$ cat src/rtl/text_cell_glyph_renderer_macros.svh
// Assertion macros shared by the glyph renderer modules.
// Expects clk and rst_n in the scope of each use.
`ifndef TEXT_CELL_GLYPH_RENDERER_MACROS_SVH
`define TEXT_CELL_GLYPH_RENDERER_MACROS_SVH

// The consequent must hold in the same cycle as the antecedent.
`define TCGR_ASSERT_NOW(label, ante, cons, msg) \
    label: assert property (@(posedge clk) disable iff (!rst_n) (ante) |-> (cons)) \
        else $error(msg);

// The consequent must hold in the cycle after the antecedent.
`define TCGR_ASSERT_NEXT(label, ante, cons, msg) \
    label: assert property (@(posedge clk) disable iff (!rst_n) (ante) |=> (cons)) \
        else $error(msg);

`endif

$ cat src/rtl/tcgr_pkg.sv
// Shared types and constants for the text cell glyph renderer.
// No dependencies; used by every module of the block except tcgr_ram.
package tcgr_pkg;

    localparam int SCREEN_WIDTH = 320;
    localparam int CELL_WIDTH   = 4;
    localparam int CELL_HEIGHT  = 8;
    localparam int TEXT_ROWS    = 30;

    localparam int GLYPH_ROWS   = 8;
    localparam int GLYPH_COUNT  = 256;
    localparam int GLYPH_DEPTH  = GLYPH_COUNT * GLYPH_ROWS;
    localparam int GLYPH_AW     = $clog2(GLYPH_DEPTH);
    localparam int GLYPH_W      = 4;
    localparam int ADDR_W       = 17;
    localparam int DIRTY_W      = 30;
    localparam int LEFT_W       = 10;
    localparam int EDGE_W       = 13;
    localparam int PROD_W       = 22;
    localparam int CFG_AW       = 3;
    localparam int CFG_DW       = 32;

    localparam logic [7:0] SPACE_CODE   = 8'h20;
    localparam logic       REG_X_OFFSET = 1'b0;

    typedef enum logic [1:0] {
        FUNC_LOAD  = 2'd0,
        FUNC_DRAW  = 2'd1,
        FUNC_FLUSH = 2'd2
    } func_t;

    typedef struct packed {
        func_t       func;
        logic [6:0]  cell_column;
        logic [4:0]  cell_row;
        logic [7:0]  char_code;
        logic [15:0] fore_colour;
        logic [15:0] back_colour;
        logic [2:0]  glyph_line;
        logic [3:0]  line_bits;
    } request_t;

    typedef struct packed {
        logic [16:0] pixel_address;
        logic [15:0] pixel_a;
        logic [15:0] pixel_b;
        logic [15:0] pixel_c;
        logic [15:0] pixel_d;
        logic [3:0]  write_enables;
        logic        frame_dirty;
        logic [29:0] dirty_rows;
        logic        last;
    } result_t;

    typedef struct packed {
        logic write_glyph;
        logic capture_draw;
        logic read_glyph;
        logic emit_row;
        logic emit_flush;
    } cmd_t;

    typedef struct packed {
        logic slot_free;
        logic row_last;
    } status_t;

endpackage

$ cat src/rtl/tcgr_ctrl.sv
// Controller state machine of the glyph renderer.
// Depends on tcgr_pkg and text_cell_glyph_renderer_macros.svh.
`include "text_cell_glyph_renderer_macros.svh"

module tcgr_ctrl (
    input  logic              clk,
    input  logic              rst_n,
    input  logic              request_valid,
    input  tcgr_pkg::func_t   func,
    input  tcgr_pkg::status_t status,
    output tcgr_pkg::cmd_t    cmd,
    output logic              busy
);
    import tcgr_pkg::*;

    typedef enum logic [3:0] {
        ST_IDLE  = 4'b0001,
        ST_FETCH = 4'b0010,
        ST_EMIT  = 4'b0100,
        ST_FLUSH = 4'b1000
    } state_t;

    state_t state_reg;
    state_t state_next;

    always_ff @(posedge clk or negedge rst_n)
    begin
        if (!rst_n)
        begin
            state_reg <= ST_IDLE;
        end
        else
        begin
            state_reg <= state_next;
        end
    end

    always_comb
    begin
        state_next = state_reg;
        cmd        = '0;
        unique case (state_reg)
            ST_IDLE:
            begin
                if (request_valid)
                begin
                    unique case (func)
                        FUNC_LOAD:
                        begin
                            cmd.write_glyph = 1'b1;
                        end
                        FUNC_DRAW:
                        begin
                            cmd.capture_draw = 1'b1;
                            state_next       = ST_FETCH;
                        end
                        FUNC_FLUSH:
                        begin
                            state_next = ST_FLUSH;
                        end
                        default:
                        begin
                            state_next = ST_IDLE;
                        end
                    endcase
                end
            end
            ST_FETCH:
            begin
                cmd.read_glyph = 1'b1;
                state_next     = ST_EMIT;
            end
            ST_EMIT:
            begin
                if (status.slot_free)
                begin
                    cmd.emit_row   = 1'b1;
                    cmd.read_glyph = 1'b1;
                    if (status.row_last)
                    begin
                        state_next = ST_IDLE;
                    end
                end
            end
            ST_FLUSH:
            begin
                if (status.slot_free)
                begin
                    cmd.emit_flush = 1'b1;
                    state_next     = ST_IDLE;
                end
            end
            default:
            begin
                state_next = ST_IDLE;
            end
        endcase
    end

    assign busy = (state_reg != ST_IDLE);

    `TCGR_ASSERT_NOW(a_emit_needs_slot, cmd.emit_row || cmd.emit_flush, status.slot_free, "result emitted without a free slot")
    `TCGR_ASSERT_NEXT(a_capture_then_fetch, cmd.capture_draw, cmd.read_glyph && !cmd.emit_row, "draw capture not followed by glyph fetch")
    `TCGR_ASSERT_NEXT(a_last_row_idle, cmd.emit_row && status.row_last, !busy, "controller busy after last glyph row")

endmodule

$ cat config.mk
export PLATFORM = sky130hd
export DESIGN_NAME = tcgr_ctrl
export DESIGN_NICKNAME = d
export VERILOG_FILES = /design/src/rtl/tcgr_pkg.sv /design/src/rtl/tcgr_ctrl.sv
export VERILOG_INCLUDE_DIRS = /design/src /design/src/rtl
export SDC_FILE = /design/constraint.sdc
export NUM_CORES = 1
export LEC_CHECK = 0
export BUFFER_PORTS_ARGS = -buffer_cell sky130_fd_sc_hd__buf_2
export CORE_AREA = 3 3 40 42
export DETAILED_ROUTE_END_ITERATION = 6
export DIE_AREA = 0 0 43 45
export PLACE_DENSITY_LB_ADDON = 0.25
export SLEW_MARGIN = 5
export SYNTH_ARGS = -nofsm -noshare
export SYNTH_HDL_FRONTEND = slang
export SYNTH_SLANG_ARGS = --single-unit
$ cat constraint.sdc
create_clock -name clk -period 1.1 [get_ports clk]
set_input_delay 0.165 -clock clk [delete_from_list [all_inputs] [get_ports clk]]
set_output_delay 0.165 -clock clk [all_outputs]
set_load 0.1 [all_outputs]
* Yosys cells after proc, flatten, opt, wreduce, memory -nomap -nowiden
Index checks and enable logic that the tools add are counted.
W data, S select, Z words.
** Word-level totals
- Flip-flop bits (word level) :: 4
- Bits in latches :: 0
- Bits in writable memories :: 0
- Memory bits (read-only) :: 0
- Bits of input ports :: 7
- Memories :: 0
** Cells by class
- Add/subtract/negate cells :: 0
- Multipliers :: 0
- Div/mod/pow operators :: 0
- Magnitude comparators :: 0
- Eq/ne operators :: 12
- Shift operators :: 0
- Muxes and demuxes :: 15
- Bitwise gates (word level) :: 0
- Reduce and logical (&&, ||, !) cells :: 2
** Operator list (number)
- $mux W4 :: 4
- $pmux W4 S4 :: 1
- $pmux W4 S3 :: 1
- $ne A2 B2 Y1 const B :: 5
- $mux W2 :: 3
- $mux W1 :: 5
- $reduce_and A5 Y1 :: 1
- $eq A4 B1 Y1 const B :: 1
- $eq A4 B2 Y1 const B :: 1
- $eq A4 B3 Y1 const B :: 1
- $eq A4 B4 Y1 const B :: 1
- $ne A4 B1 Y1 const B :: 1
- $eq A2 B1 Y1 const B :: 1
- $eq A2 B2 Y1 const B :: 1
- $logic_not A2 Y1 :: 1
- $pmux W1 S2 :: 1

* Depth between registers and ports, before layout
- Depth after elaboration :: 4
- Mapped depth :: 4
- Depth with buffers taken out :: 4

* Worst setup path after synthesis
OpenSTA, ideal clock, no wires.
- Kind :: register to output
- Start :: reg state_reg[2]
- End :: out cmd[2] in the netlist's numbering
- Arrival time :: 2836 ps
- Slack :: -1901 ps
- Stages on the path, launching flop included :: 3
- Cell sequence :: dfrtp_1 nand2b_1 a211oi_1
** RTL lines
- start: declaration :: RTL line tcgr_ctrl.sv:23 : state_t state_reg;
- start signal: assignment :: RTL line tcgr_ctrl.sv:34 : state_reg <= state_next;
- end: declaration :: RTL line tcgr_ctrl.sv:11 : output tcgr_pkg::cmd_t cmd,

==> results.toml <==
[setup_path]
path_class = "flop to primary output"
r2r_cells = 5
regToRegSetupSlack_ps = -290
cp_max_fo = 2
cpPeakStageDelay_ps = 550
worstReg2RegEnd = "state_reg[0]"
cp-start-kind = "flop"
cp.required_ps = 940
slowest_stage = "or4b_4"
crit_path_start = "state_reg[1]"
endpoint = "cmd[0]"
r2r_start = "state_reg[0]"
path_cells = "or4b_4, nor2_4, buf_12"
critical_path_arrival_ps = 1460
worst_setup_path_end_kind = "primary output"

[cts]
numCtsBuffers = 3
h-tree-depth = 1
insertion_delay_ps = 230
clockRootBuffer = "clkbuf_4"
cts.sinks = 4
cts_tree = "built"
cts.clk_slew.worst_paths_ps = 40
clock_path_buffers = 2

[die]
core_area_sq_um = 1280
initial_core_util_pct = 24.8
rows = 13
io_pins = 13
fp.dieW_um = 43
die_y_um = 45
die-area_sq_um = 1940

[drt]
wl_met1_um = 348
met3WireLength_um = 45
wl_um = 902
firstDrtPassIters = 3
routedWlPerCell_um = 11.0
first_iter_violations = 4
routed_via_density = 4.50
dr.max_layer_used = "met3"
num_vias = 369
antenna_left = 0
met2_length_um = 507
drc = 0

[cells_and_area]
drive_above_1_share_pct = 62.7
area_growth_pct = 131
final_nets = 79
fin_area_sq_um = 737
antenna-diode-count = 0
largest_reg_flops = 4

[worst_hold_path]
hp-start = "status[1]"
worstHoldPathType = "primary input to flop"

[timing]
final-hold-violation-count = 0
worst_slack_ps = -526
max_freq_mhz = 615
setup_viol = 10
period_needed_ps = 1630
fin_skew_ps = 5.86
setup_tns_ps = -3500
post-route-period-util_pct = 148
relSlewSlack_pct = 84.2
grt_setup_unrepaired = "true"
slew_violations = 0
worstMarginPinSlew_ps = 237

[power]
p_per_area_nw_per_um2 = 890
ir_drop_v = 0.000561
p_leak_nw = 0.328

[placement]
port_buffers = 12
place_congestion = 0.664
dpl.hpwl_um = 724
place_area_sq_um = 602

[synth]
synth_xor_area_share_pct = 0
synth.largest_area_cell = "dfrtp_1"
yosysUniqueCellTypes = 18
ys_top_cells_by_area = "dfrtp_1, ha_1, dfstp_2, inv_1, nor2_1"
yosysTopAreaCellShare_pct = 23.5
synth-seq-cells = 4
netlist_area_sq_um = 319
netlist_instances = 38
ys_async_sr_fraction_pct = 100
synth_compound_area_share_pct = 14.9
ys_seq_area_share_pct = 31.8
yosys.area_share.adder_pct = 15.7
synthSimpleGateAreaFrac_pct = 29.4
ys_top_cells_by_count = "inv_1, nor2_1, ha_1"
syn_area_per_cell_sq_um = 8.40
synth-warning-count = 0
syn_nets = 49
synth_top_family_by_area = "simple AND/OR/NAND/NOR gates"
synth_edf_count = 0
yosysMostFrequentCell = "inv_1"
synth.area.mux_share_pct = 0
synth_top_flop_cell = "dfrtp_1"

[run]
max_cap_violations = 0

[global_routing]
grt_usage_pct = 11.4
grt-ovfl-total = 0
grt_max_degree = 8
grt_first_pass_wirelength_um = 1650
antenna_found_initial = 0
grt_pass1_vias = 389

[outcome]
status = "finished, violations left"
violations = "setup timing"
[metrics by stage]
stage | hold WS [ps] | total power (W) | setup slack, ps | cells | util (%)
after floorplan | -131 | 0.000310 | -595 | 38 | -
after global placement | -28.7 | 0.000410 | -316 | 72 | 46.8
after detailed placement | -27.3 | 0.000414 | -314 | 72 | 46.8
after CTS | 221 | 0.000653 | -522 | 79 | 53.6
after global routing | 218 | 0.000693 | -583 | 82 | 57.4
final | 221 | 0.000656 | -526 | 82 | 57.4
[worst max-delay path, delay by kind of cell (launching register included)]
family	cells	cell delay [ps]
buf+inv	1	180
flops	1	380
simple gates	2	670
[cell type report]
cell class	count	area, sq um
clock buffers	4	26.3
fillers	111	548
inverters	7	26.3
multi-input cells	27	292
flip-flops and latches	4	101
well taps	15	18.8
repair buffers	25	273
[where the power goes]
part,switching (W),internal [W]
combinational,0.000167,0.000128
sequential,0.00000612,0.000158
clock,0.0000604,0.000136
[routing by layer]
| layer | GRT usage, % | vias up |
|---|---|---|
| met5 | 0 | - |
| met4 | 5.42 | 0 |
| met3 | 3.59 | 0 |
| met2 | 21.6 | 10 |
| met1 | 11.4 | 171 |
| li1 | - | 188 |
[worst min-delay path by stage]
| stage | end | slack, ps | depth (start not counted) |
|---|---|---|---|
| final | state_reg[3] | 220 | 2 |
| after global routing | state_reg[3] | 220 | 2 |
| after CTS | state_reg[3] | 220 | 2 |
| after detailed placement | state_reg[3] | -30 | 1 |
| after global placement | state_reg[3] | -30 | 1 |
| after floorplan | state_reg[1] | -130 | 0 |
[what timing repair did]
| item | in CTS | in global routing |
|---|---|---|
| setup endpoints to repair | 10 | 10 |
| endpoints found under the hold margin | 4 | 0 |
| gates resized for setup | 8 | 7 |
| cloned | 0 | 0 |
| pin swaps | 4 | 7 |
| hold buffers | 1 | 0 |
| setup buffers | 2 | 4 |
[cell usage in the layout (no fill, tap or decap), drive strengths merged]
master / count
a211oi: 2
nand2: 3
dfstp: 1
a221oi: 1
o32ai: 1
o21ai: 1
nor3b: 1
buf: 24
dfrtp: 3
nand2b: 2
nand4b: 1
inv: 7
nor3: 1
clkbuf: 4
o32a: 1
nand3b: 1
nor2: 5
dlygate4sd3: 1
nor2b: 2
or4b: 1
ha: 4
[cell families after synthesis]
group | count (synthesis)
AND/OR/NAND/NOR | 17
buffers and inverters | 7
adder cells (fa/ha/maj) | 4
flip-flops | 4
AO/OA/AOI/OAI | 6
(Power assumes the default switching activity.)
