<file path="config.mk">
export PLATFORM = sky130hd
export DESIGN_NAME = tcgr_datapath
export DESIGN_NICKNAME = d
export VERILOG_FILES = /design/src/rtl/tcgr_pkg.sv /design/src/rtl/tcgr_datapath.sv
export VERILOG_INCLUDE_DIRS = /design/src /design/src/rtl
export SDC_FILE = /design/constraint.sdc
export NUM_CORES = 1
export LEC_CHECK = 0
export CORE_AREA = 4 4 142 144
export CTS_CLUSTER_DIAMETER = 50
export DETAILED_ROUTE_END_ITERATION = 10
export DIE_AREA = 0 0 146 148
export DONT_BUFFER_PORTS = 1
export MAX_ROUTING_LAYER = met4
export RECOVER_POWER = 25
export SYNTH_ARGS = -nofsm -noshare
export SYNTH_HDL_FRONTEND = slang
export SYNTH_SLANG_ARGS = --single-unit
export TNS_END_PERCENT = 30
</file>
<file path="constraint.sdc">
create_clock -name clk -period 2 [get_ports clk]
set_clock_uncertainty 0.15 [all_clocks]
set_input_delay 0.3 -clock clk [delete_from_list [all_inputs] [get_ports clk]]
set_output_delay 0.3 -clock clk [all_outputs]
set_load 0.01 [all_outputs]
</file>
<file path="src/rtl/text_cell_glyph_renderer_macros.svh">
// Assertion macros shared by the glyph renderer modules.
// Expects clk and rst_n in the scope of each use.
`ifndef TEXT_CELL_GLYPH_RENDERER_MACROS_SVH
`define TEXT_CELL_GLYPH_RENDERER_MACROS_SVH

// The consequent must hold in the same cycle as the antecedent.
`define TCGR_ASSERT_NOW(label, ante, cons, msg) \
    label: assert property (@(posedge clk) disable iff (!rst_n) (ante) |-> (cons)) \
        else $error(msg);

// The consequent must hold in the cycle after the antecedent.
`define TCGR_ASSERT_NEXT(label, ante, cons, msg) \
    label: assert property (@(posedge clk) disable iff (!rst_n) (ante) |=> (cons)) \
        else $error(msg);

`endif

</file>
<file path="src/rtl/tcgr_pkg.sv">
// Shared types and constants for the text cell glyph renderer.
// No dependencies; used by every module of the block except tcgr_ram.
package tcgr_pkg;

    localparam int SCREEN_WIDTH = 320;
    localparam int CELL_WIDTH   = 4;
    localparam int CELL_HEIGHT  = 8;
    localparam int TEXT_ROWS    = 30;

    localparam int GLYPH_ROWS   = 8;
    localparam int GLYPH_COUNT  = 256;
    localparam int GLYPH_DEPTH  = GLYPH_COUNT * GLYPH_ROWS;
    localparam int GLYPH_AW     = $clog2(GLYPH_DEPTH);
    localparam int GLYPH_W      = 4;
    localparam int ADDR_W       = 17;
    localparam int DIRTY_W      = 30;
    localparam int LEFT_W       = 10;
    localparam int EDGE_W       = 13;
    localparam int PROD_W       = 22;
    localparam int CFG_AW       = 3;
    localparam int CFG_DW       = 32;

    localparam logic [7:0] SPACE_CODE   = 8'h20;
    localparam logic       REG_X_OFFSET = 1'b0;

    typedef enum logic [1:0] {
        FUNC_LOAD  = 2'd0,
        FUNC_DRAW  = 2'd1,
        FUNC_FLUSH = 2'd2
    } func_t;

    typedef struct packed {
        func_t       func;
        logic [6:0]  cell_column;
        logic [4:0]  cell_row;
        logic [7:0]  char_code;
        logic [15:0] fore_colour;
        logic [15:0] back_colour;
        logic [2:0]  glyph_line;
        logic [3:0]  line_bits;
    } request_t;

    typedef struct packed {
        logic [16:0] pixel_address;
        logic [15:0] pixel_a;
        logic [15:0] pixel_b;
        logic [15:0] pixel_c;
        logic [15:0] pixel_d;
        logic [3:0]  write_enables;
        logic        frame_dirty;
        logic [29:0] dirty_rows;
        logic        last;
    } result_t;

    typedef struct packed {
        logic write_glyph;
        logic capture_draw;
        logic read_glyph;
        logic emit_row;
        logic emit_flush;
    } cmd_t;

    typedef struct packed {
        logic slot_free;
        logic row_last;
    } status_t;

endpackage

</file>
<file path="src/rtl/tcgr_datapath.sv">
// Datapath of the glyph renderer: cell geometry, row counter, dirty flags, result register.
// Depends on tcgr_pkg and text_cell_glyph_renderer_macros.svh.
`include "text_cell_glyph_renderer_macros.svh"

module tcgr_datapath #(
    parameter int CELL_HEIGHT = tcgr_pkg::CELL_HEIGHT
) (
    input  logic                            clk,
    input  logic                            rst_n,
    input  tcgr_pkg::request_t              request,
    input  logic [3:0]                      x_offset,
    input  tcgr_pkg::cmd_t                  cmd,
    output tcgr_pkg::status_t               status,
    output logic                            glyph_wr_en,
    output logic [tcgr_pkg::GLYPH_AW-1:0]   glyph_wr_addr,
    output logic [tcgr_pkg::GLYPH_W-1:0]    glyph_wr_data,
    output logic                            glyph_rd_en,
    output logic [tcgr_pkg::GLYPH_AW-1:0]   glyph_rd_addr,
    input  logic [tcgr_pkg::GLYPH_W-1:0]    glyph_rd_data,
    output logic                            result_valid,
    input  logic                            result_stall,
    output tcgr_pkg::result_t               result
);
    import tcgr_pkg::*;

    localparam int CNT_W = (CELL_HEIGHT > 1) ? $clog2(CELL_HEIGHT) : 1;
    localparam int ROW_STRIDE = CELL_HEIGHT * SCREEN_WIDTH;

    logic [7:0]          code_reg;
    logic [15:0]         fore_reg;
    logic [15:0]         back_reg;
    logic [ADDR_W-1:0]   addr_reg;
    logic [3:0]          enables_reg;
    logic [CNT_W-1:0]    cnt_reg;
    logic [DIRTY_W-1:0]  dirty_rows_reg;
    logic                frame_changed_reg;
    logic                result_valid_reg;
    result_t             result_reg;

    logic [LEFT_W-1:0]   left;
    logic [EDGE_W-1:0]   left_wide;
    logic [EDGE_W-1:0]   edge_gap;
    logic [PROD_W-1:0]   row_base;
    logic [ADDR_W-1:0]   base_addr;
    logic [3:0]          enables;
    logic [7:0]          draw_code;
    logic [DIRTY_W-1:0]  row_bit;
    logic [4:0]          fetch_row;

    always_comb
    begin
        left      = LEFT_W'(request.cell_column) * LEFT_W'(CELL_WIDTH) + LEFT_W'(x_offset);
        left_wide = EDGE_W'(left);
        edge_gap  = EDGE_W'(SCREEN_WIDTH) - left_wide;
        row_base  = PROD_W'(request.cell_row) * PROD_W'(ROW_STRIDE);
        base_addr = row_base[ADDR_W-1:0] + ADDR_W'(left);
        draw_code = (request.char_code < SPACE_CODE) ? SPACE_CODE : request.char_code;

        if (left_wide + EDGE_W'(CELL_WIDTH) <= EDGE_W'(SCREEN_WIDTH))
        begin
            enables = 4'b1111;
        end
        else if (left_wide >= EDGE_W'(SCREEN_WIDTH))
        begin
            enables = 4'b0000;
        end
        else
        begin
            unique case (edge_gap[1:0])
                2'd1:    enables = 4'b0001;
                2'd2:    enables = 4'b0011;
                default: enables = 4'b0111;
            endcase
        end

        if ((7'(request.cell_row) < 7'(TEXT_ROWS)) && (7'(request.cell_row) < 7'(DIRTY_W)))
        begin
            row_bit = DIRTY_W'(1) << request.cell_row;
        end
        else
        begin
            row_bit = '0;
        end
    end

    assign fetch_row = 5'(cnt_reg) + 5'(cmd.emit_row);

    assign glyph_wr_en   = cmd.write_glyph;
    assign glyph_wr_addr = {request.char_code, request.glyph_line};
    assign glyph_wr_data = request.line_bits;
    assign glyph_rd_en   = cmd.read_glyph;
    assign glyph_rd_addr = {code_reg, fetch_row[2:0]};

    assign status.slot_free = !result_valid_reg || !result_stall;
    assign status.row_last  = (cnt_reg == CNT_W'(CELL_HEIGHT - 1));

    always_ff @(posedge clk)
    begin
        if (cmd.capture_draw)
        begin
            code_reg    <= draw_code;
            fore_reg    <= request.fore_colour;
            back_reg    <= request.back_colour;
            addr_reg    <= base_addr;
            enables_reg <= enables;
        end
        else if (cmd.emit_row)
        begin
            addr_reg <= addr_reg + ADDR_W'(SCREEN_WIDTH);
        end

        if (cmd.emit_row)
        begin
            result_reg.pixel_address <= addr_reg;
            result_reg.pixel_a       <= glyph_rd_data[3] ? fore_reg : back_reg;
            result_reg.pixel_b       <= glyph_rd_data[2] ? fore_reg : back_reg;
            result_reg.pixel_c       <= glyph_rd_data[1] ? fore_reg : back_reg;
            result_reg.pixel_d       <= glyph_rd_data[0] ? fore_reg : back_reg;
            result_reg.write_enables <= enables_reg;
            result_reg.frame_dirty   <= 1'b0;
            result_reg.dirty_rows    <= '0;
            result_reg.last          <= status.row_last;
        end
        else if (cmd.emit_flush)
        begin
            result_reg.pixel_address <= '0;
            result_reg.pixel_a       <= '0;
            result_reg.pixel_b       <= '0;
            result_reg.pixel_c       <= '0;
            result_reg.pixel_d       <= '0;
            result_reg.write_enables <= '0;
            result_reg.frame_dirty   <= frame_changed_reg;
            result_reg.dirty_rows    <= dirty_rows_reg;
            result_reg.last          <= 1'b1;
        end
    end

    always_ff @(posedge clk or negedge rst_n)
    begin
        if (!rst_n)
        begin
            cnt_reg           <= '0;
            dirty_rows_reg    <= '0;
            frame_changed_reg <= 1'b0;
            result_valid_reg  <= 1'b0;
        end
        else
        begin
            if (cmd.capture_draw)
            begin
                cnt_reg           <= '0;
                dirty_rows_reg    <= dirty_rows_reg | row_bit;
                frame_changed_reg <= 1'b1;
            end
            else if (cmd.emit_row)
            begin
                cnt_reg <= cnt_reg + CNT_W'(1);
            end
            else if (cmd.emit_flush)
            begin
                dirty_rows_reg    <= '0;
                frame_changed_reg <= 1'b0;
            end

            if (cmd.emit_row || cmd.emit_flush)
            begin
                result_valid_reg <= 1'b1;
            end
            else if (!result_stall)
            begin
                result_valid_reg <= 1'b0;
            end
        end
    end

    assign result_valid = result_valid_reg;
    assign result       = result_reg;

    `TCGR_ASSERT_NOW(a_no_overwrite, cmd.emit_row || cmd.emit_flush, !(result_valid_reg && result_stall), "result register overwritten while stalled")
    `TCGR_ASSERT_NEXT(a_flush_clears, cmd.emit_flush, !frame_changed_reg && (dirty_rows_reg == '0), "dirty status not cleared by flush")
    `TCGR_ASSERT_NEXT(a_draw_marks_frame, cmd.capture_draw, frame_changed_reg, "draw did not mark the frame changed")

endmodule
</file>
### Word level (Yosys, flattened, before mapping)

Cells that the tools add are included.

* bits of input ports: 77
* output and inout port bits: 148
* logic and storage cells: 66
* flip-flop bits (word level): 213

* reductions and logical operators: 8
* shift-type cells: 1
* bitwise operators: 1
* order comparisons: 4
* muxes and demuxes: 21
* equal/unequal tests: 5
* add/subtract/negate cells: 7
* $mul: 1

Operators by type and width (number)
* $mux 117: 2
* $mux 30: 4
* $mux 16: 4
* $mux 17: 2
* $or 30x30->30: 1
* $shl 1x5->30 const A: 1
* $add 17x10->17: 1
* $add 17x9->17 const B: 1
* $add 10x3->11 const B: 1
* $le 11x9->1 const B: 1
* $add 9x4->10: 1
* $ge 10x9->1 const B: 1
* $mux 3: 3
* $lt 8x6->1 const B: 1
* $mul 5x3->8 const B: 1
* $pmux 3 s2: 1
* $reduce_bool 2->1: 3
* $lt 5x5->1 const B: 1
* $mux 1: 5
* $ne 2x1->1 const B: 2
* $add 3x1->3: 1
* $add 3x1->3 const B: 1
* $eq 3x3->1 const B: 1
* $eq 2x1->1 const B: 1
* 5 further kinds: 7

### Depth between registers and ports, before layout

Gate-level depths: netlist of run 1.

* depth in word-level cells: 5
* gate-level depth with buffers: 9
* gate-level depth less buffers: 9

### Worst setup path after synthesis of run 1

OpenSTA, ideal clock, no wires.

* path kind: input-to-reg
* start: input port request[48] (netlist name)
* end: register addr_reg[16], data pin
* stages on the path: 8
* library setup time: 0.130 ns
* setup slack: -0.282 ns
* required time: 1.720 ns
* arrival time: 2.002 ns
* buffers on the path: 0
* path through: ha_1 ha_1 inv_1 fa_1 and3b_1 nand4_1 o311ai_1 o21a_1

* word-level cells in the longest chain between the ends: 3

Ends and longest elaborated chain
* from (decl): line tcgr_datapath.sv:10 `input tcgr_pkg::request_t request,`
* $mul 5x3->8: line tcgr_datapath.sv:55 `row_base = PROD_W'(request.cell_row) * PROD_W'(ROW_STRIDE);`
* $add 17x10->17: line tcgr_datapath.sv:56 `base_addr = row_base[ADDR_W-1:0] + ADDR_W'(left);`
* $mux 17: line tcgr_datapath.sv:99 `if (cmd.capture_draw)`
* to (signal assigned): line tcgr_datapath.sv:104 `addr_reg <= base_addr;`
* to (signal assigned): line tcgr_datapath.sv:109 `addr_reg <= addr_reg + ADDR_W'(SCREEN_WIDTH);`
* to (decl): line tcgr_datapath.sv:32 `logic [ADDR_W-1:0] addr_reg;`

Every way passes these cells.
A chain may end at the register's enable or synchronous reset.

### Final worst setup path of run 1

* start: input port glyph_rd_data[2] (netlist name)
* end: register result_reg (netlist bit result[73]), data pin

* word-level cells in the longest chain between the ends: 2

Ends and longest elaborated chain
* from (decl): line tcgr_datapath.sv:19 `input logic [tcgr_pkg::GLYPH_W-1:0] glyph_rd_data,`
* $mux 16: line tcgr_datapath.sv:116 `result_reg.pixel_b <= glyph_rd_data[2] ? fore_reg : back_reg;`
* $mux 117: line tcgr_datapath.sv:112 `if (cmd.emit_row)`
* to (decl): line tcgr_datapath.sv:38 `result_t result_reg;`

Every way passes these cells.

==> impl_metrics.tcl, run 1 <==
set metrics [dict create \
    clockBufferDepth 3 \
    r2r_start "addr_reg[6]" \
    drt-pass1-iter-count 4 \
    ys_ff_latch 213 \
    detailed_place_hpwl_um 12770 \
    stdcell_count 1008 \
    vias 5448 \
    placement_rows 50 \
    pwr_density_cell_mw_per_mm2 972.1 \
    die_h_um 148 \
    syn_avg_cell_area_um2 13.48 \
    wl_per_cell_um 19.95 \
    antenna_found_initial 0 \
    path_clk_slew_ns 0.06 \
    place.gp.congestion 0.8091 \
    holdCritStartpoint "cmd[3]" \
    cp.required_ns 2.10 \
    fin_crit_sh 0.9566 \
    synth_nets 785 \
    coreArea_mm2 0.01871 \
    tritoncts_num_sinks 213 \
    outcome "finished, violations left" \
    synth-adder-area-share 0.02722 \
    drv_slew 0 \
    worst-slew-pin-transition_ns 1.176 \
    final.setup.tns_ns 0 \
    final_util 0.5938 \
    fmax_ghz 0.5227 \
    whs_path_depth 0 \
    synth-simple-area-share 0.1229 \
    syn_inst 689 \
    grt_overflow 0 \
    synth.top_cells.by_area "edfxtp_1, mux2i_1, dfrtp_1, dfxtp_1, nor2b_1" \
    synth.most_common_cell "edfxtp_1" \
    syn_area_mm2 0.009285 \
    ys_warn_count 0 \
    start_util 0.4964 \
    setup_viol 0 \
    drc 0 \
    r2r_cells 5 \
    netlist_top_cells_count "edfxtp_1, mux2i_1, nor2b_1, nor2_1, dfrtp_1" \
    crit_fanout 16 \
    antenna_cells 0 \
    cp-startpoint "glyph_rd_data[2]" \
    wirelength_um 20110 \
    grt_pass1_wl_um 31650 \
    min_period_ns 1.913 \
    ys_types 45 \
    holdBufCountCts 82 \
    critPathKind "primary input to register" \
    critPathLaunchType "primary input" \
    hold_slack_ns -0.2362 \
    drive_above_1_share 0.09561 \
    worstSetupEndpointType "register" \
    peakVddDrop_mv 0.5609 \
    violations "negative hold slack" \
    async_reset_ff_frac 0.1643 \
    reg2reg_slack_ns 0.10 \
    pin_count 225 \
    synth_xor_area_frac 0.02223 \
    track_usage 0.1885 \
    synth_top_family_by_area "simple AND/OR/NAND/NOR gates" \
    yosysTopAreaCell "edfxtp_1" \
    synth.mux.area_fraction 0.1089 \
    hold_path_end "fore_reg[11]" \
    rsz0062_at_grt "no" \
    clockRootBuffer "clkbuf_16" \
    arrival_ns 2.01 \
    drv_cap 0 \
    power_leakage_nw 4.516 \
    cts_buffers 25 \
    tritoncts "yes" \
    largest_reg_flops 117 \
    synth_compound_area_frac 0.04541 \
    grt_pass1_vias 5694 \
    nets 853 \
    yosys_most_used_dff "edfxtp_1" \
    drt_iter0_markers 322 \
    synth_edf_count 147 \
    placed_cells 881 \
    r2r-end "addr_reg[8]" \
    syn2layout_area_growth_pct 19.63 \
    clk_latency_ns 0.51 \
    synth-seq-area-share 0.6366 \
    die_x_um 146 \
    dieArea_mm2 0.02161 \
    viasPerCell 5.405 \
    ant_nets 0 \
    htreeDepth 1 \
    grt_max_degree 117 \
    netlist.area_leader.share 0.4754 \
    port_buffers 0 \
    hold_viol 60 \
    hp-class "primary input to register" \
    max_slew_margin 0.2132 \
]
-- placed cells by master (no fill, tap or decap), types with 5 or more instances in the layout --
cell and n:
edfxtp_1 147, mux2i_1 101, dlygate4sd3_1 76, nor2b_1 71
nor2_1 43, dfrtp_1 35, dfxtp_1 31, nand2_1 29
and2_1 28, clkbuf_16 25, o21ai_0 22, a22o_1 16
xnor2_1 13, buf_4 13, ha_1 12, nand3_1 8
inv_1 8, a21oi_1 7, xor2_1 7, clkbuf_1 6
nor3_1 5
-- stage by stage --
step / worst slack (ns) / cell area, um2 / hold slack [ns] / power (mW)
after global placement: -0.2473 / 9408 / -0.1445 / 6.298
after floorplan: -0.2172 / 9313 / -0.1456 / 6.213
final: 0.08682 / 11110 / -0.2362 / 10.80
after detailed placement: -0.2956 / 9408 / -0.1444 / 6.333
after global routing: 0.0002234 / 11110 / -0.2680 / 11.27
after CTS: 0.01946 / 11100 / -0.2582 / 10.93
-- metal layers --
layer  routed length (um)  GRT usage
met1                 8364     0.2289
met2                 9996     0.3159
met3                 1190    0.04445
met4                  554    0.05786
met5                    0          -
-- cells by family (layout without fill, tap and decap cells) --
family	count (synthesis)	count (layout)
buf+inv	64	149
compound gates	59	59
xor+xnor	22	22
fa+ha+maj	19	19
flops	213	213
mux	101	101
simple gates	211	211
-- critical path: stages --
cell	delay, ns
dlygate4sd3_1	1.32
mux2i_1	0.31
nor2b_1	0.08
-- layout make-up --
class / instances / area, um2
Clock inverter: 10 / 103.9
Inverter: 9 / 33.78
Timing Repair Buffer: 96 / 983.4
Clock buffer: 34 / 689.4
Sequential cell: 213 / 5911
Multi-Input combinational cell: 412 / 3094
Fill cell: 1495 / 7597
Tap cell: 234 / 292.8
-- worst max-delay path by stage --
| stage | endpoint | slack [ns] | cells after the start |
|---|---|---|---|
| 3_5_place_dp | addr_reg[16] | -0.30 | 8 |
| 2_1_floorplan | addr_reg[16] | -0.22 | 8 |
| 5_1_grt | addr_reg[8] | 0.0002 | 5 |
| 4_1_cts | glyph_rd_addr[2] | 0.02 | 3 |
| 6_report | result[73] | 0.09 | 3 |
| 3_3_place_gp | addr_reg[16] | -0.25 | 8 |
-- power breakdown --
part | internal (mW) | switching (mW)
logic | 0.499 | 0.447
clock network | 2.66 | 1.64
registers | 5.19 | 0.366
total | 8.34 | 2.45
-- timing repair --
action,in CTS,in global routing
resized for setup,2,6
buffers inserted,1,0
endpoints found under the setup margin,1,5
hold endpoints to repair,295,60
pin swaps,1,0
No activity file was read; power rests on OpenSTA's default activity.
==> inputs of run 2 (changes only) <==
==> constraint.sdc (replaced) <==
create_clock -name clk -period 2 [get_ports clk]
set_clock_uncertainty 0.15 [all_clocks]
set_input_delay 0.1 -clock clk [delete_from_list [all_inputs] [get_ports clk]]
set_output_delay 0.1 -clock clk [all_outputs]
set_load 0.01 [all_outputs]
==> impl_metrics.tcl, run 2 (synthesis gave the netlist of run 1 again) <==
set metrics [dict create \
    outcome "finished, final reports clean" \
    track_usage 0.1940 \
    setup_slack_ns 0.06615 \
    crit_fanout 3 \
    die_x_um 146 \
    vias 5532 \
    syn2layout_area_growth_pct 23.25 \
    placement_rows 50 \
    grt_max_degree 88 \
    fin_crit_sh 0.9669 \
    drv_cap 0 \
    worstSetupEndpointType "output port" \
    place.gp.congestion 0.8244 \
    pre_cts_slack_ns -0.1039 \
    wl_per_cell_um 19.97 \
    critPathLaunchType "register" \
    finalPower_mw 11.34 \
    worst-slew-pin-transition_ns 1.179 \
    rsz0062_at_grt "no" \
    cts_buffers 27 \
    clockBufferDepth 3 \
    wirelength_um 20670 \
    coreArea_mm2 0.01871 \
    cp.required_ns 1.75 \
    nets 877 \
    post_cts_buffers 0 \
    clk_latency_ns 0.52 \
    antenna_cells 0 \
    peakVddDrop_mv 0.6755 \
    viasPerCell 5.345 \
    min_period_ns 1.934 \
    grt_overflow 0 \
    arrival_ns 1.68 \
    start_util 0.4964 \
    final_cell_mix "edfxtp_1, dlygate4sd3_1, mux2i_1" \
    max_slew_margin 0.2117 \
    pwr_density_cell_mw_per_mm2 990.6 \
    htreeDepth 1 \
    tritoncts "yes" \
    die_h_um 148 \
    drt_iter0_markers 277 \
    fmax_ghz 0.5171 \
    clockRootBuffer "clkbuf_16" \
    drv_slew 0 \
    drc 0 \
    hp-class "primary input to register" \
    grt_pass1_vias 5725 \
    path_clk_slew_ns 0.06 \
    power_leakage_nw 4.642 \
    drt-pass1-iter-count 4 \
    port_buffers 0 \
    setup_viol 0 \
    tritoncts_num_sinks 213 \
    antenna_found_initial 0 \
    grt_pass1_wl_um 32360 \
    ant_nets 0 \
    final_area_mm2 0.01144 \
    critPathKind "register to output port" \
    placed_cell_area_mm2 0.009363 \
    dieArea_mm2 0.02161 \
    mostFrequentLayoutCell "edfxtp_1" \
    pin_count 225 \
    hold_slack_ns 0.02260 \
    detailed_place_hpwl_um 12840 \
    hold_viol 0 \
    drive_above_1_share 0.08614 \
    largest_reg_flops 117 \
]
-- run 2: cell count changes in the layout (fill, tap and decap cells not counted), moves of 2 or more --
cell / change
buf_16: +2
ha_2: -3
dlygate4sd3_1: +26
and2_1: -14
or2_2: +2
buf_4: -7
and2_0: +14
ha_1: +3
clkbuf_16: +2
-- run 2: critical path: stages, from the launching register on --
cell	delay, ns
dfrtp_1	0.41
ha_1	0.19
ha_1	0.18
xor2_1	0.37
-- run 2: report_power, final --
| group | internal, mW | switching (mW) |
|---|---|---|
| logic | 0.530 | 0.490 |
| clock network | 2.99 | 1.78 |
| registers | 5.19 | 0.363 |
| total | 8.70 | 2.63 |
-- run 2: final timing paths --
kind / start / to / slack (ns) / cells after the start
min in group asynchronous: rst_n / dirty_rows_reg[23] / 0.90 / 4
hold / removal: x_offset[2] / enables_reg[3] / 0.02 / 4
max in group asynchronous: rst_n / dirty_rows_reg[8] / 0.28 / 4
setup / recovery: cnt_reg[0] / glyph_rd_addr[2] / 0.07 / 3
hold reg to reg: dirty_rows_reg[15] / dirty_rows_reg[15] / 0.33 / 2
setup reg to reg: cnt_reg[0] / cnt_reg[2] / 0.09 / 5
-- run 2: stage by stage --
stage                     cells  utilization  TNS [ns]
final                      1035       0.6118         0
after global routing       1035       0.6118         0
after CTS                  1035       0.6128         0
after detailed placement    875       0.5005   -0.2660
after global placement      875       0.5005  -0.07480
after floorplan             689            -  -0.01891
-- run 2: final cells by class --
type                       instances  area [um2]
clock buffer                      36       739.5
clock inverter                    13       156.4
fill                            1449        7262
inverter                           9       33.78
multi-input combinational        412        3062
sequential                       213        5911
tap                              234       292.8
timing repair buffer             118        1249
-- run 2: what timing repair did --
action                                  CTS  global route
hold buffers                            111             0
gates resized for setup                   0             4
endpoints found under the setup margin    0            32
endpoints found under the hold margin   309             0
-- run 2: routing by layer --
layer,up-vias,track usage,share of wire
li1,2628,-,-
met3,32,0.05426,0.074
met1,2685,0.2428,0.42
met4,0,0.05221,0.019
met2,187,0.3140,0.48
met5,-,-,0
==> inputs of run 3 (changes only) <==
- PLACE_DENSITY: default -> 0.67
- clock period: 2 -> 1.76 ns (I/O delays scaled with it)
==> impl_metrics.tcl, run 3 (synthesis gave the netlist of run 1 again) <==
set metrics [dict create \
    hold_path_end "fore_reg[13]" \
    num-fill-cells 1454 \
    wl_per_cell_um 19.46 \
    placement_rows 50 \
    min_period_ns 1.733 \
    clk_latency_ns 0.52 \
    syn2layout_area_growth_pct 22.02 \
    stdcell_count 1033 \
    drt-pass1-iter-count 4 \
    tritoncts "yes" \
    grt_max_degree 115 \
    crit_path_max_incr_delay_ns 0.71 \
    drv_slew 0 \
    grt_pass1_wl_um 31950 \
    vias 5566 \
    setup_slack_ns 0.02750 \
    pwr_density_cell_mw_per_mm2 1102 \
    setup_viol 0 \
    reg2reg_slack_ns 0.12 \
    crit_fanout 114 \
    tritoncts_num_sinks 213 \
    port_buffers 0 \
    r2r-end "addr_reg[16]" \
    clockRootBuffer "clkbuf_16" \
    place.gp.congestion 0.8427 \
    cp.required_ns 2.01 \
    detailed_place_hpwl_um 12940 \
    nets 874 \
    grt_pass1_vias 5718 \
    grt_overflow 0 \
    whs_path_depth 0 \
    arrival_ns 1.98 \
    coreArea_mm2 0.01871 \
    dieArea_mm2 0.02161 \
    max_slew_margin 0.2053 \
    post_cts_buffers 0 \
    hold_viol 106 \
    placed_cells 888 \
    drive_above_1_share 0.1026 \
    critPathLaunchType "primary input" \
    drt_iter0_markers 217 \
    antenna_found_initial 0 \
    peakVddDrop_mv 0.8263 \
    wirelength_um 20100 \
    path_clk_slew_ns 0.05 \
    clockBufferDepth 3 \
    holdCritStartpoint "cmd[3]" \
    power_leakage_nw 4.620 \
    antenna_cells 0 \
    die_h_um 148 \
    hp-class "primary input to register" \
    pre_cts_slack_ns -0.3584 \
    final_cell_mix "edfxtp_1, mux2i_1, dlygate4sd3_1" \
    worst-slew-pin-transition_ns 1.188 \
    track_usage 0.1883 \
    start_util 0.4964 \
    fin_crit_sh 0.9844 \
    cts_buffers 27 \
    htreeDepth 1 \
    drc 0 \
    holdBufCountCts 95 \
    largest_reg_flops 117 \
    crit_chain "dlygate4sd3_1 > buf_16 > xnor2_1 > nor2_1 > dlygate4sd3_1" \
    r2r_cells 5 \
    crit_slowest_cell "dlygate4sd3_1" \
    viasPerCell 5.388 \
    violations "negative hold slack" \
    critPathKind "primary input to register" \
    r2r_start "addr_reg[6]" \
    rsz0062_at_grt "yes" \
    pin_count 225 \
    outcome "finished, violations left" \
    mostFrequentLayoutCell "edfxtp_1" \
    crit_top_cell "dlygate4sd3_1" \
    ant_nets 0 \
    hold_slack_ns -0.4601 \
    worstSetupEndpointType "register" \
    die_x_um 146 \
    drv_cap 0 \
    fmax_ghz 0.5772 \
]
[run 3: cell types whose count changed in the layout (fill, tap and decap cells not counted), moves of 3 or more]
cell,previous run,this run
and2_0,14,0
buf_4,6,17
clkinvlp_4,1,4
ha_2,0,3
and2_1,14,28
ha_1,15,12
dlygate4sd3_1,102,90
clkbuf_8,3,0
[run 3: metrics by stage]
stage / instance area [um2] / hold WS (ns) / util / total power [mW] / TNS (ns)
floorplan: 9313 / -0.3576 / - / 7.060 / -0.7041
global placement: 9485 / -0.3563 / 0.5071 / 7.180 / -1.621
detailed placement: 9485 / -0.3565 / 0.5071 / 7.221 / -2.413
CTS: 11350 / -0.5111 / 0.6068 / 12.63 / 0
global route: 11330 / -0.4935 / 0.6057 / 13.03 / -0.06758
finish: 11330 / -0.4601 / 0.6057 / 12.49 / 0
[run 3: critical path: cells and delay by family]
family	cells	cell delay, ns
xor gates and xnor gates	1	0.16
buffers and inverters	3	1.63
and+or+nand+nor	1	0.06
[run 3: final cells by class]
cell class / instances / area (um2) / area share
well taps: 234 / 292.8 / 0.02584
flip-flops and latches: 213 / 5911 / 0.5217
inverters: 9 / 33.78 / 0.002982
multi-input cells: 412 / 3075 / 0.2715
clock buffers: 33 / 698.2 / 0.06162
repair buffers: 115 / 1174 / 0.1036
clock inverters: 17 / 145.1 / 0.01281
[run 3: power breakdown]
part / total [mW] / switching (mW) / internal [mW] / leakage [nW]
combinational: 1.12 / 0.524 / 0.596 / 1.98
clock: 5.08 / 2.06 / 3.01 / 0.397
sequential: 6.29 / 0.399 / 5.89 / 2.24
total: 12.5 / 2.99 / 9.50 / 4.62
[run 3: worst max-delay path by stage]
| stage | startpoint | cells after the start | slack (ns) | end |
|---|---|---|---|---|
| after floorplan | request[50] | 8 | -0.25 | addr_reg[16] |
| after global placement | request[50] | 8 | -0.27 | addr_reg[16] |
| after detailed placement | request[50] | 8 | -0.36 | addr_reg[16] |
| after CTS | cnt_reg[0] | 3 | 0.007 | glyph_rd_addr[2] |
| after global routing | cnt_reg[0] | 3 | -0.05 | glyph_rd_addr[2] |
| final | cmd[1] | 5 | 0.03 | cnt_reg[0] |
[run 3: timing repair]
| item | CTS | global route |
|---|---|---|
| hold endpoints to repair | 309 | 105 |
| endpoints found under the setup margin | 1 | 4 |
| pin swaps | 1 | 0 |
| resized for setup | 3 | 1 |
[run 3: metal layers]
layer,part of all wire,GRT usage
met3,0.048,0.04016
met1,0.41,0.2280
met2,0.51,0.3201
met5,0,-
met4,0.028,0.05738
